`config.mk`:
```
export PLATFORM = sky130hd
export DESIGN_NAME = sync_xor_frame_receiver
export DESIGN_NICKNAME = d
export VERILOG_FILES = /design/src/rtl/sfr_pkg.sv /design/src/rtl/sfr_deframer.sv /design/src/rtl/sfr_out_stage.sv /design/src/rtl/sync_xor_frame_receiver.sv
export SDC_FILE = /design/constraint.sdc
export NUM_CORES = 1
export LEC_CHECK = 0
export ABC_AREA = 1
export BUFFER_PORTS_ARGS = -buffer_cell sky130_fd_sc_hd__buf_4
export CAP_MARGIN = 10
export CORE_ASPECT_RATIO = 1.4
export CORE_UTILIZATION = 40
export CTS_CLUSTER_DIAMETER = 150
export DETAILED_ROUTE_END_ITERATION = 10
export PLACE_DENSITY = 0.69
export SLEW_MARGIN = 10
export SYNTH_ARGS = -nofsm -noshare
export SYNTH_HDL_FRONTEND = slang
export SYNTH_HIERARCHICAL = 1
export SYNTH_SLANG_ARGS = --single-unit
```
`constraint.sdc`:
```
create_clock -name clk -period 12.4 [get_ports clk]
set_clock_uncertainty 0.15 [all_clocks]
set_input_delay 2.48 -clock clk [delete_from_list [all_inputs] [get_ports clk]]
set_output_delay 2.48 -clock clk [all_outputs]
set_load 0.005 [all_outputs]
```
`src/rtl/sfr_pkg.sv`:
```
// sfr_pkg: shared types and constants for the sync/xor frame receiver
// used by sfr_deframer, sfr_out_stage and sync_xor_frame_receiver
`timescale 1ns / 1ps

package sfr_pkg;

  localparam int unsigned BYTE_W    = 8;
  localparam int unsigned PAYLOAD_W = 64;

  localparam logic [BYTE_W-1:0] CHECK_INIT = 8'hFF;
  localparam logic [BYTE_W-1:0] CHECK_OK   = 8'h00;

  // frame hunt / collect phases, one-hot
  typedef enum logic [3:0] {
    PH_HUNT0 = 4'b0001,
    PH_HUNT1 = 4'b0010,
    PH_DATA  = 4'b0100,
    PH_CHECK = 4'b1000
  } phase_t;

  // one finished frame, handed from the deframer to the output stage
  typedef struct packed {
    logic                 fire;
    logic                 frame_valid;
    logic [PAYLOAD_W-1:0] frame_payload;
  } result_t;

endpackage

```
`src/rtl/sfr_deframer.sv`:
```
// sfr_deframer: sync hunt, payload capture and xor check, one word per cycle while byte_en is high
// depends on sfr_pkg
`timescale 1ns / 1ps

module sfr_deframer import sfr_pkg::*; #(
  parameter int unsigned PAYLOAD_BYTES = 8
) (
  input  logic              clk,
  input  logic              rst_n,
  input  logic              byte_en,
  input  logic [BYTE_W-1:0] rx_byte,
  input  logic [BYTE_W-1:0] sync_byte,
  output result_t           res
);

  localparam int unsigned CNT_W = (PAYLOAD_BYTES > 1) ? $clog2(PAYLOAD_BYTES) : 1;
  localparam logic [CNT_W-1:0] LAST_IDX = CNT_W'(PAYLOAD_BYTES - 1);

  phase_t            phase_r, phase_nxt;
  logic [CNT_W-1:0]  count_r, count_nxt;
  logic [BYTE_W-1:0] check_r, check_nxt;
  logic [BYTE_W-1:0] store_r [PAYLOAD_BYTES];
  logic              store_we;
  logic [BYTE_W-1:0] check_x;
  logic              is_sync;

  assign check_x = check_r ^ rx_byte;
  assign is_sync = (rx_byte == sync_byte);

  always_comb begin
    phase_nxt = phase_r;
    count_nxt = count_r;
    check_nxt = check_r;
    store_we  = 1'b0;
    res.fire  = 1'b0;
    // result fields: check byte closes the xor, payload packed low byte first
    res.frame_valid   = (check_x == CHECK_OK);
    res.frame_payload = '0;
    for (int i = 0; i < int'(PAYLOAD_BYTES); i++) begin
      res.frame_payload[BYTE_W*i +: BYTE_W] = store_r[i];
    end
    if (byte_en) begin
      unique case (phase_r)
        PH_HUNT0: begin
          phase_nxt = is_sync ? PH_HUNT1 : PH_HUNT0;
        end
        PH_HUNT1: begin
          if (is_sync) begin
            phase_nxt = PH_DATA;
            count_nxt = '0;
            check_nxt = CHECK_INIT;
          end else begin
            phase_nxt = PH_HUNT0;
          end
        end
        PH_DATA: begin
          store_we  = 1'b1;
          check_nxt = check_x;
          count_nxt = count_r + 1'b1;
          if (count_r == LAST_IDX) begin
            phase_nxt = PH_CHECK;
          end
        end
        PH_CHECK: begin
          res.fire  = 1'b1;
          phase_nxt = PH_HUNT0;
          count_nxt = '0;
          check_nxt = CHECK_INIT;
        end
        default: begin
          phase_nxt = PH_HUNT0;
          count_nxt = '0;
          check_nxt = CHECK_INIT;
        end
      endcase
    end
  end

  always_ff @(posedge clk) begin
    if (!rst_n) begin
      phase_r <= PH_HUNT0;
      count_r <= '0;
      check_r <= CHECK_INIT;
    end else begin
      phase_r <= phase_nxt;
      count_r <= count_nxt;
      check_r <= check_nxt;
    end
  end

  always_ff @(posedge clk) begin
    if (store_we) begin
      store_r[count_r] <= rx_byte;
    end
  end

endmodule

```
`src/rtl/sfr_out_stage.sv`:
```
// sfr_out_stage: result register between deframer and the out_ channel
// depends on sfr_pkg
`timescale 1ns / 1ps

module sfr_out_stage import sfr_pkg::*; (
  input  logic                 clk,
  input  logic                 rst_n,
  input  result_t              res,
  output logic                 take_ok,
  output logic                 out_valid,
  input  logic                 out_ready,
  output logic                 out_frame_valid,
  output logic [PAYLOAD_W-1:0] out_frame_payload
);

  logic                 valid_r, valid_nxt;
  logic                 fv_r;
  logic [PAYLOAD_W-1:0] payload_r;

  // new word may enter when the register is empty or drains this cycle
  assign take_ok = !valid_r || out_ready;

  always_comb begin
    valid_nxt = valid_r;
    if (res.fire) begin
      valid_nxt = 1'b1;
    end else if (out_ready) begin
      valid_nxt = 1'b0;
    end
  end

  always_ff @(posedge clk) begin
    if (!rst_n) begin
      valid_r <= 1'b0;
    end else begin
      valid_r <= valid_nxt;
    end
  end

  always_ff @(posedge clk) begin
    if (res.fire) begin
      fv_r      <= res.frame_valid;
      payload_r <= res.frame_payload;
    end
  end

  assign out_valid         = valid_r;
  assign out_frame_valid   = fv_r;
  assign out_frame_payload = payload_r;

endmodule

```
`src/rtl/sync_xor_frame_receiver.sv`:
```
// sync_xor_frame_receiver: top level of the sync/xor byte frame receiver
// depends on sfr_pkg, sfr_deframer and sfr_out_stage
`timescale 1ns / 1ps

// usage
//   in_ channel: one received byte per word (in_rx_byte), valid/ready
//   cfg_ channel: sync byte value, always ready, takes effect on the next word
//   out_ channel: one word per frame, out_frame_valid and out_frame_payload
//   a frame is two sync bytes, PAYLOAD_BYTES payload bytes, one check byte;
//   the check is 0xFF xor payload xor check byte, good when zero
// throughput and output
//   one input word per cycle while in_ready is high; the result appears on out_ in
//   the cycle after the check byte is accepted, held in the single result register
// reset
//   synchronous, active low; back to hunting, sync byte zero, out_ empty
// stall
//   while out_ holds a word that is not taken, in_ready stays low; it
//   rises in the same cycle that out_ready takes the pending word

module sync_xor_frame_receiver import sfr_pkg::*; #(
  parameter int unsigned PAYLOAD_BYTES = 8
) (
  input  logic                 clk,
  input  logic                 rst_n,
  input  logic                 in_valid,
  output logic                 in_ready,
  input  logic [BYTE_W-1:0]    in_rx_byte,
  input  logic                 cfg_valid,
  output logic                 cfg_ready,
  input  logic [BYTE_W-1:0]    cfg_sync_byte,
  output logic                 out_valid,
  input  logic                 out_ready,
  output logic                 out_frame_valid,
  output logic [PAYLOAD_W-1:0] out_frame_payload
);

  logic [BYTE_W-1:0] sync_byte_r;
  logic              take_ok;
  logic              byte_en;
  result_t           res;

  // config register, written any cycle
  assign cfg_ready = 1'b1;

  always_ff @(posedge clk) begin
    if (!rst_n) begin
      sync_byte_r <= '0;
    end else if (cfg_valid && cfg_ready) begin
      sync_byte_r <= cfg_sync_byte;
    end
  end

  // accept a byte whenever the result register can take a word
  assign in_ready = take_ok;
  assign byte_en  = in_valid && in_ready;

  sfr_deframer #(
    .PAYLOAD_BYTES(PAYLOAD_BYTES)
  ) u_deframer (
    .clk       (clk),
    .rst_n     (rst_n),
    .byte_en   (byte_en),
    .rx_byte   (in_rx_byte),
    .sync_byte (sync_byte_r),
    .res       (res)
  );

  sfr_out_stage u_out_stage (
    .clk               (clk),
    .rst_n             (rst_n),
    .res               (res),
    .take_ok           (take_ok),
    .out_valid         (out_valid),
    .out_ready         (out_ready),
    .out_frame_valid   (out_frame_valid),
    .out_frame_payload (out_frame_payload)
  );

  // a frame result only comes out of an accepted byte
  a_fire_needs_accept: assert property (@(posedge clk) disable iff (!rst_n)
    res.fire |-> (in_valid && in_ready))
    else $error("frame result without an accepted byte");

  // an empty result register never blocks the input
  a_ready_when_empty: assert property (@(posedge clk) disable iff (!rst_n)
    !out_valid |-> in_ready)
    else $error("input stalled with empty result register");

  // a finished frame shows up on out_ with its check flag next cycle
  a_result_lands: assert property (@(posedge clk) disable iff (!rst_n)
    res.fire |=> (out_valid && (out_frame_valid == $past(res.frame_valid))))
    else $error("frame result lost or corrupted");

  // a pending word that is not taken blocks new bytes
  a_stall_blocks: assert property (@(posedge clk) disable iff (!rst_n)
    (out_valid && !out_ready) |-> !in_ready)
    else $error("input accepted while result stalled");

endmodule

```
==> results of run 1 <==
-- power breakdown --
part	switching [mW]	internal, mW
sequential	0.00292	0.557
combinational	0.0177	0.0117
clock	0.180	0.273
-- cells in the mapped netlist --
cell,n,share of area (%)
xnor2_1,11,1.8
inv_1,27,1.9
o21ai_0,1,0.094
or2_2,1,0.12
nand2_2,5,0.59
nand4_1,3,0.35
inv_2,2,0.14
buf_4,3,0.42
edfxtp_1,129,73
a21oi_2,3,0.49
conb_1,1,0.070
ha_1,2,0.47
a21oi_1,4,0.38
a211oi_1,1,0.14
nand3_1,20,1.9
nor3_1,1,0.094
o21ai_1,1,0.094
nor2_1,31,2.2
or2_4,2,0.33
nor3_4,2,0.61
clkbuf_1,1,0.070
nor2_2,1,0.12
buf_8,2,0.56
or2_1,1,0.12
dfxtp_1,24,9.0
nand2_1,65,4.6
nor4_1,1,0.12
nor3_2,1,0.19
buf_6,2,0.42
-- layout make-up --
cell class / count / share of cell area [%]
Clock buffer: 23 / 6.71
Clock inverter: 9 / 1.14
Inverter: 29 / 1.63
Multi-Input combinational cell: 158 / 12.0
Sequential cell: 153 / 65.2
Tap cell: 178 / 3.33
Timing Repair Buffer: 89 / 10.0
-- stage by stage --
stage                     area (um^2)  hold slack (ps)
after global routing             6680              268
after CTS                        6670              266
after global placement           6150              251
after floorplan                  5330              250
final                            6680              265
after detailed placement         6150              255
-- layout by cell type, fill, tap and decap left out, types with 2 or more instances in the layout --
| cell | count |
|---|---|
| nor2_1 | 31 |
| xnor2_1 | 11 |
| clkinvlp_4 | 3 |
| edfxtp_1 | 129 |
| ha_1 | 2 |
| clkinv_2 | 4 |
| dfxtp_1 | 24 |
| clkbuf_1 | 6 |
| inv_1 | 27 |
| a21oi_2 | 3 |
| a21oi_1 | 4 |
| buf_4 | 89 |
| nand2_1 | 65 |
| nand2_2 | 5 |
| nor3_2 | 2 |
| nor3_4 | 2 |
| nand3_1 | 20 |
| nand4_1 | 3 |
| or2_4 | 2 |
| clkbuf_16 | 17 |
| inv_2 | 2 |
-- per-layer routing --
metal	routed length [um]	vias up	track usage [%]
met4	220	0	7.66
met1	3550	1385	15.8
met2	4920	100	24.8
li1	-	1399	-
met3	498	14	4.28
met5	0	-	0
-- cells by family after synthesis --
family	share of synthesized area (%)
XOR/XNOR	1.81
adder cells (fa/ha/maj)	0.469
AND/OR/NAND/NOR	11.3
other	0.0703
flip-flops	81.7
buffers and inverters	3.52
AO/OA/AOI/OAI	1.20
-- critical path: cells and delay by family --
family        cells  cell delay (ps)
buf+inv           3              290
simple gates      1               60
-- registers in the layout, summed over array words and instances (netlist names) --
register / cells
u_deframer/store_r: 64
u_out_stage/out_frame_payload: 64
u_deframer/phase_r: 4
u_deframer/count_r: 3
u_out_stage/out_frame_valid: 1
sync_byte_r: 8
u_deframer/check_r: 8
u_out_stage/out_valid: 1
-- worst max-delay path by stage --
stage	cells after the start	slack (ps)	startpoint	end
global route	4	6920	out_ready	in_ready
floorplan	8	2520	out_ready	u_out_stage/out_valid$_SDFFE_PN0P_
detailed placement	4	6930	out_ready	in_ready
CTS	4	6930	out_ready	in_ready
finish	4	6930	out_ready	in_ready
global placement	4	6940	out_ready	in_ready
==> run_results.csv, run 1 <==
group,metric,value,unit
grt,antenna_found_initial,0,
place,io_buffers,87,
routing,post-route-drc-count,0,
cells_and_area,register_area,4350,um^2
worst_setup_path,slowest_delay,130,ps
clock_network,cts_hold_buffers,0,
timing,post-route-min-period,5470,ps
hold_path,hp-start,"u_deframer/store_r[3][5]$_DFFE_PP_",
yosys,synth_area,5330,um^2
floorplanning,initial_core_util,41.2,%
worst_setup_path,path_common_cell,"buf_4",
cells_and_area,final_cells,639,
floorplanning,ioPinCount,89,
timing,max_slew_margin,40.5,%
floorplanning,die_h,139,um
worst_setup_path,setup.worst_path.class,"input pin to output pin",
yosys,yosysSeqAreaShare,81.7,%
cells_and_area,diodes,0,
clock_network,htree_levels,4,
timing,maxSlewViolCount,0,
floorplanning,rows,49,
yosys,syn-num-nets,371,
worst_setup_path,required,9770,ps
power,p_leak,2.50,nW
cells_and_area,area_delta_synth_final,25.3,%
worst_setup_path,path_cells,"buf_4 -> inv_1 -> nand2_2 -> buf_4",
cells_and_area,multi_input_area,801,um^2
floorplanning,core_area,12900,um^2
grt,track_usage,14.4,%
yosys,synth_seq_cells,153,
power,power_density,156,nW/um^2
clock_network,clkSinkCount,153,
routing,drt_pass1_iterations,4,
timing,setup_tns,0,ps
hold_path,min_to,"u_out_stage/out_frame_payload[29]$_DFFE_PP_",
clock_network,clock_latency,410,ps
grt,grt_max_degree,50,
worst_setup_path,rr_worst_depth,5,
yosys,syn-instance-count,348,
floorplanning,die_area,13800,um^2
clock_network,post_cts_buffers,0,
power,total_power,1.04,mW
routing,post_drt_wl_per_cell,14.4,um
clock_network,cts_tree,"done",
power,vdd.ir_drop.worst,0.0705,mV
timing,final_hold_viol_count,0,
routing,drtIter0Drc,235,
worst_setup_path,r2r_end,"u_deframer/store_r[1][0]$_DFFE_PP_",
yosys,ys_types,29,
cells_and_area,fin_util,51.6,%
place,post-place-ws,6930,ps
timing,tightest_slew,889,ps
status,status,"completed",
worst_setup_path,slowest_stage,"buf_4",
grt,overflow,0,
place,place.gp.congestion,0.759,
cells_and_area,nets,471,
timing,rsz0062_at_grt,"false",
worst_setup_path,worstPathMaxFanout,3,
routing,via_count,2898,
place,placed_cells,607,
hold_path,hold_depth,0,
worst_setup_path,crit_path_end_kind,"output pin",
cells_and_area,n_fill_cell,1072,
clock_network,clkSlewWorstSetupHoldPaths,60,ps
hold_path,hold_path_class,"register to register",
worst_setup_path,start_kind,"input pin",
clock_network,cts_buffers,17,
routing,drtAntennaViolNets,0,
grt,grt_pass1_vias,2827,
worst_setup_path,rrSetupSlack,9930,ps
clock_network,clockBufferDepth,2,
flow_run,maxCapViolations,0,
clock_network,post_cts_resized,0,
clock_network,root_buffer,"clkbuf_16",
yosys,yosys_warnings,6,
worst_setup_path,worstPathArrival,2840,ps
worst_setup_path,r2r_start,"u_deframer/phase_r[0]$_SDFFE_PN1P_",
timing,setup_slack,6930,ps
floorplanning,die_w,99.6,um
grt,grt_first_pass_wirelength,14400,um
yosys,syn_avg_cell_area,15.3,um^2
routing,routed_wl,9190,um
place,hpwl,6120,um
timing,setup_viol,0,
cells_and_area,drive_above_1_share,28.9,%
timing,fmax,183,MHz
timing,fin_crit_sh,44.1,%
routing,vias_per_cell,4.54,
Power figures use the tool's default switching activity.
==> inputs of run 2 (changes only) <==
Settings changed: PLACE_DENSITY 0.69 to 0.71.
Clock period 12.4 ns to 4.9 ns, I/O delays scaled along.
==> run 2 against run 1 <==
  * Via count fell by 1.2%
  * Hold slack got worse by 0.73 ps
  * First-iteration DRC count fell by 50%
  * Critical path depth rose by 1
  * Setup slack got worse by 4600 ps
  * Non-clock buffer count did not move
  * Largest cell class unchanged
  * Largest power group unchanged
==> run_results.csv, run 2 (same netlist as run 1, synthesis figures left out) <==
group,metric,value,unit
timing,fmax,389,MHz
floorplanning,core_area,12900,um^2
grt,overflow,0,
grt,top_usage_layer,"met2",
clock_network,cts_buffers,17,
grt,track_usage,14.4,%
cells_and_area,mostFrequentLayoutCells,"129 x edfxtp_1, 89 x buf_4, 65 x nand2_1",
floorplanning,initial_core_util,41.2,%
hold_path,hold_path_class,"register to register",
worst_setup_path,worstSetupStartpoint,"u_deframer/phase_r[0]$_SDFFE_PN1P_",
place,place.gp.congestion,0.732,
cells_and_area,drive_above_1_share,29.3,%
timing,maxSlewViolCount,0,
place,hpwl,6320,um
floorplanning,die_area,13800,um^2
flow_run,maxCapViolations,0,
power,switching_share,18.9,%
routing,drt_pass1_iterations,4,
worst_setup_path,r2r_start,"u_deframer/phase_r[0]$_SDFFE_PN1P_",
power,clock_power_share,45.9,%
cells_and_area,final_common_cell,"edfxtp_1",
routing,vias_per_cell,4.48,
clock_network,cts_hold_buffers,0,
timing,post-route-min-period,2570,ps
power,p_switching,0.520,mW
worst_setup_path,setup.worst_path.class,"register to register",
worst_setup_path,worstPathMaxFanout,12,
floorplanning,ioPinCount,89,
timing,setup_slack,2330,ps
clock_network,clkSlewWorstSetupHoldPaths,60,ps
grt,antenna_found_initial,0,
timing,setup_tns,0,ps
power,vdd.ir_drop.worst,0.177,mV
place,io_buffers,87,
worst_setup_path,slowest_stage,"nor3_1",
worst_setup_path,rrSetupSlack,2330,ps
clock_network,htree_levels,4,
grt,grt_max_degree,47,
clock_network,cts_tree,"done",
clock_network,clkSinkCount,153,
timing,max_slew_margin,31.8,%
routing,routed_wl,9150,um
grt,grt_use_met3,4.54,%
timing,setup_viol,0,
worst_setup_path,r2r_end,"u_deframer/store_r[3][6]$_DFFE_PP_",
status,status,"completed",
floorplanning,rows,49,
cells_and_area,diodes,0,
timing,rsz0062_at_grt,"false",
grt,grt_pass1_vias,2808,
timing,fin_crit_sh,52.4,%
cells_and_area,nets,471,
cells_and_area,area_delta_synth_final,26.5,%
routing,post_drt_wl_per_cell,14.3,um
floorplanning,die_h,139,um
floorplanning,die_w,99.6,um
grt,use_met1,15.4,%
clock_network,post_cts_resized,0,
worst_setup_path,required,4780,ps
timing,tightest_slew,1020,ps
clock_network,post_cts_buffers,0,
power,total_power,2.75,mW
routing,post-route-drc-count,0,
power,p_int,2.23,mW
timing,final_hold_viol_count,0,
worst_setup_path,path_cells,"inv_2 -> nand4_1 -> inv_1 -> nand3_1 -> nor3_1",
worst_setup_path,crit_path_end_kind,"register",
clock_network,root_buffer,"clkbuf_16",
clock_network,clockBufferDepth,2,
power,power_density,408,nW/um^2
power,pwr-share-seq,51.4,%
place,post-place-ws,1940,ps
worst_setup_path,cp-endpoint,"u_deframer/store_r[3][6]$_DFFE_PP_",
power,p_leak,2.53,nW
grt,use_met2,25.0,%
worst_setup_path,worstPathArrival,2450,ps
worst_setup_path,rr_worst_depth,5,
worst_setup_path,slowest_delay,840,ps
worst_setup_path,start_kind,"register",
routing,drtIter0Drc,118,
grt,grt_first_pass_wirelength,14400,um
routing,via_count,2862,
routing,drtAntennaViolNets,0,
clock_network,clock_latency,410,ps
power,pwr-share-comb,2.7,%
run 2: changes by cell type in the layout (fill, tap and decap cells not counted), sizes merged:
cell    change
clkbuf      -4
bufinv      +2
inv         +1
clkinv      +1
run 2: power by group through the flow:
stage,clock network (mW),logic [mW],registers [mW]
floorplan,0,0.0448,1.44
global placement,0,0.0716,1.44
detailed placement,0,0.0744,1.44
CTS,1.28,0.0746,1.42
global route,1.34,0.0831,1.42
finish,1.26,0.0735,1.42
run 2: worst max-delay path, delay by kind of cell (launching register included):
family / cells / cell delay, ps
simple gates: 3 / 1250
flops: 1 / 380
buf+inv: 2 / 410
run 2: metrics by stage:
step | cell area [um^2] | util [%] | hold WS (ps) | instances
after detailed placement | 6160 | 47.6 | 255 | 607
after global placement | 6160 | 47.6 | 251 | 607
after global routing | 6740 | 52.1 | 270 | 639
after floorplan | 5350 | - | 250 | 348
after CTS | 6740 | 52.1 | 266 | 639
final | 6740 | 52.1 | 265 | 639
run 2: worst min-delay path by stage:
stage,depth (start not counted),endpoint,start
floorplan,0,u_out_stage/out_frame_payload[0]$_DFFE_PP_,u_deframer/store_r[0][0]$_DFFE_PP_
global placement,0,u_out_stage/out_frame_payload[0]$_DFFE_PP_,u_deframer/store_r[0][0]$_DFFE_PP_
detailed placement,0,u_out_stage/out_frame_payload[18]$_DFFE_PP_,u_deframer/store_r[2][2]$_DFFE_PP_
CTS,0,u_out_stage/out_frame_payload[36]$_DFFE_PP_,u_deframer/store_r[4][4]$_DFFE_PP_
global route,0,u_out_stage/out_frame_payload[60]$_DFFE_PP_,u_deframer/store_r[7][4]$_DFFE_PP_
finish,0,u_out_stage/out_frame_payload[3]$_DFFE_PP_,u_deframer/store_r[0][3]$_DFFE_PP_
run 2: per-layer routing:
metal | wire length (um) | vias to the layer above
met3 | 535 | 11
met4 | 139 | 0
met5 | 0 | -
met1 | 3480 | 1350
met2 | 4990 | 94
li1 | - | 1407
run 2: layout make-up:
class / instances / area [um^2]
Multi-Input combinational cell: 158 / 805
Fill cell: 1026 / 6190
Clock inverter: 13 / 153
Timing Repair Buffer: 89 / 668
Sequential cell: 153 / 4350
Inverter: 29 / 109
Tap cell: 178 / 223
Clock buffer: 19 / 433
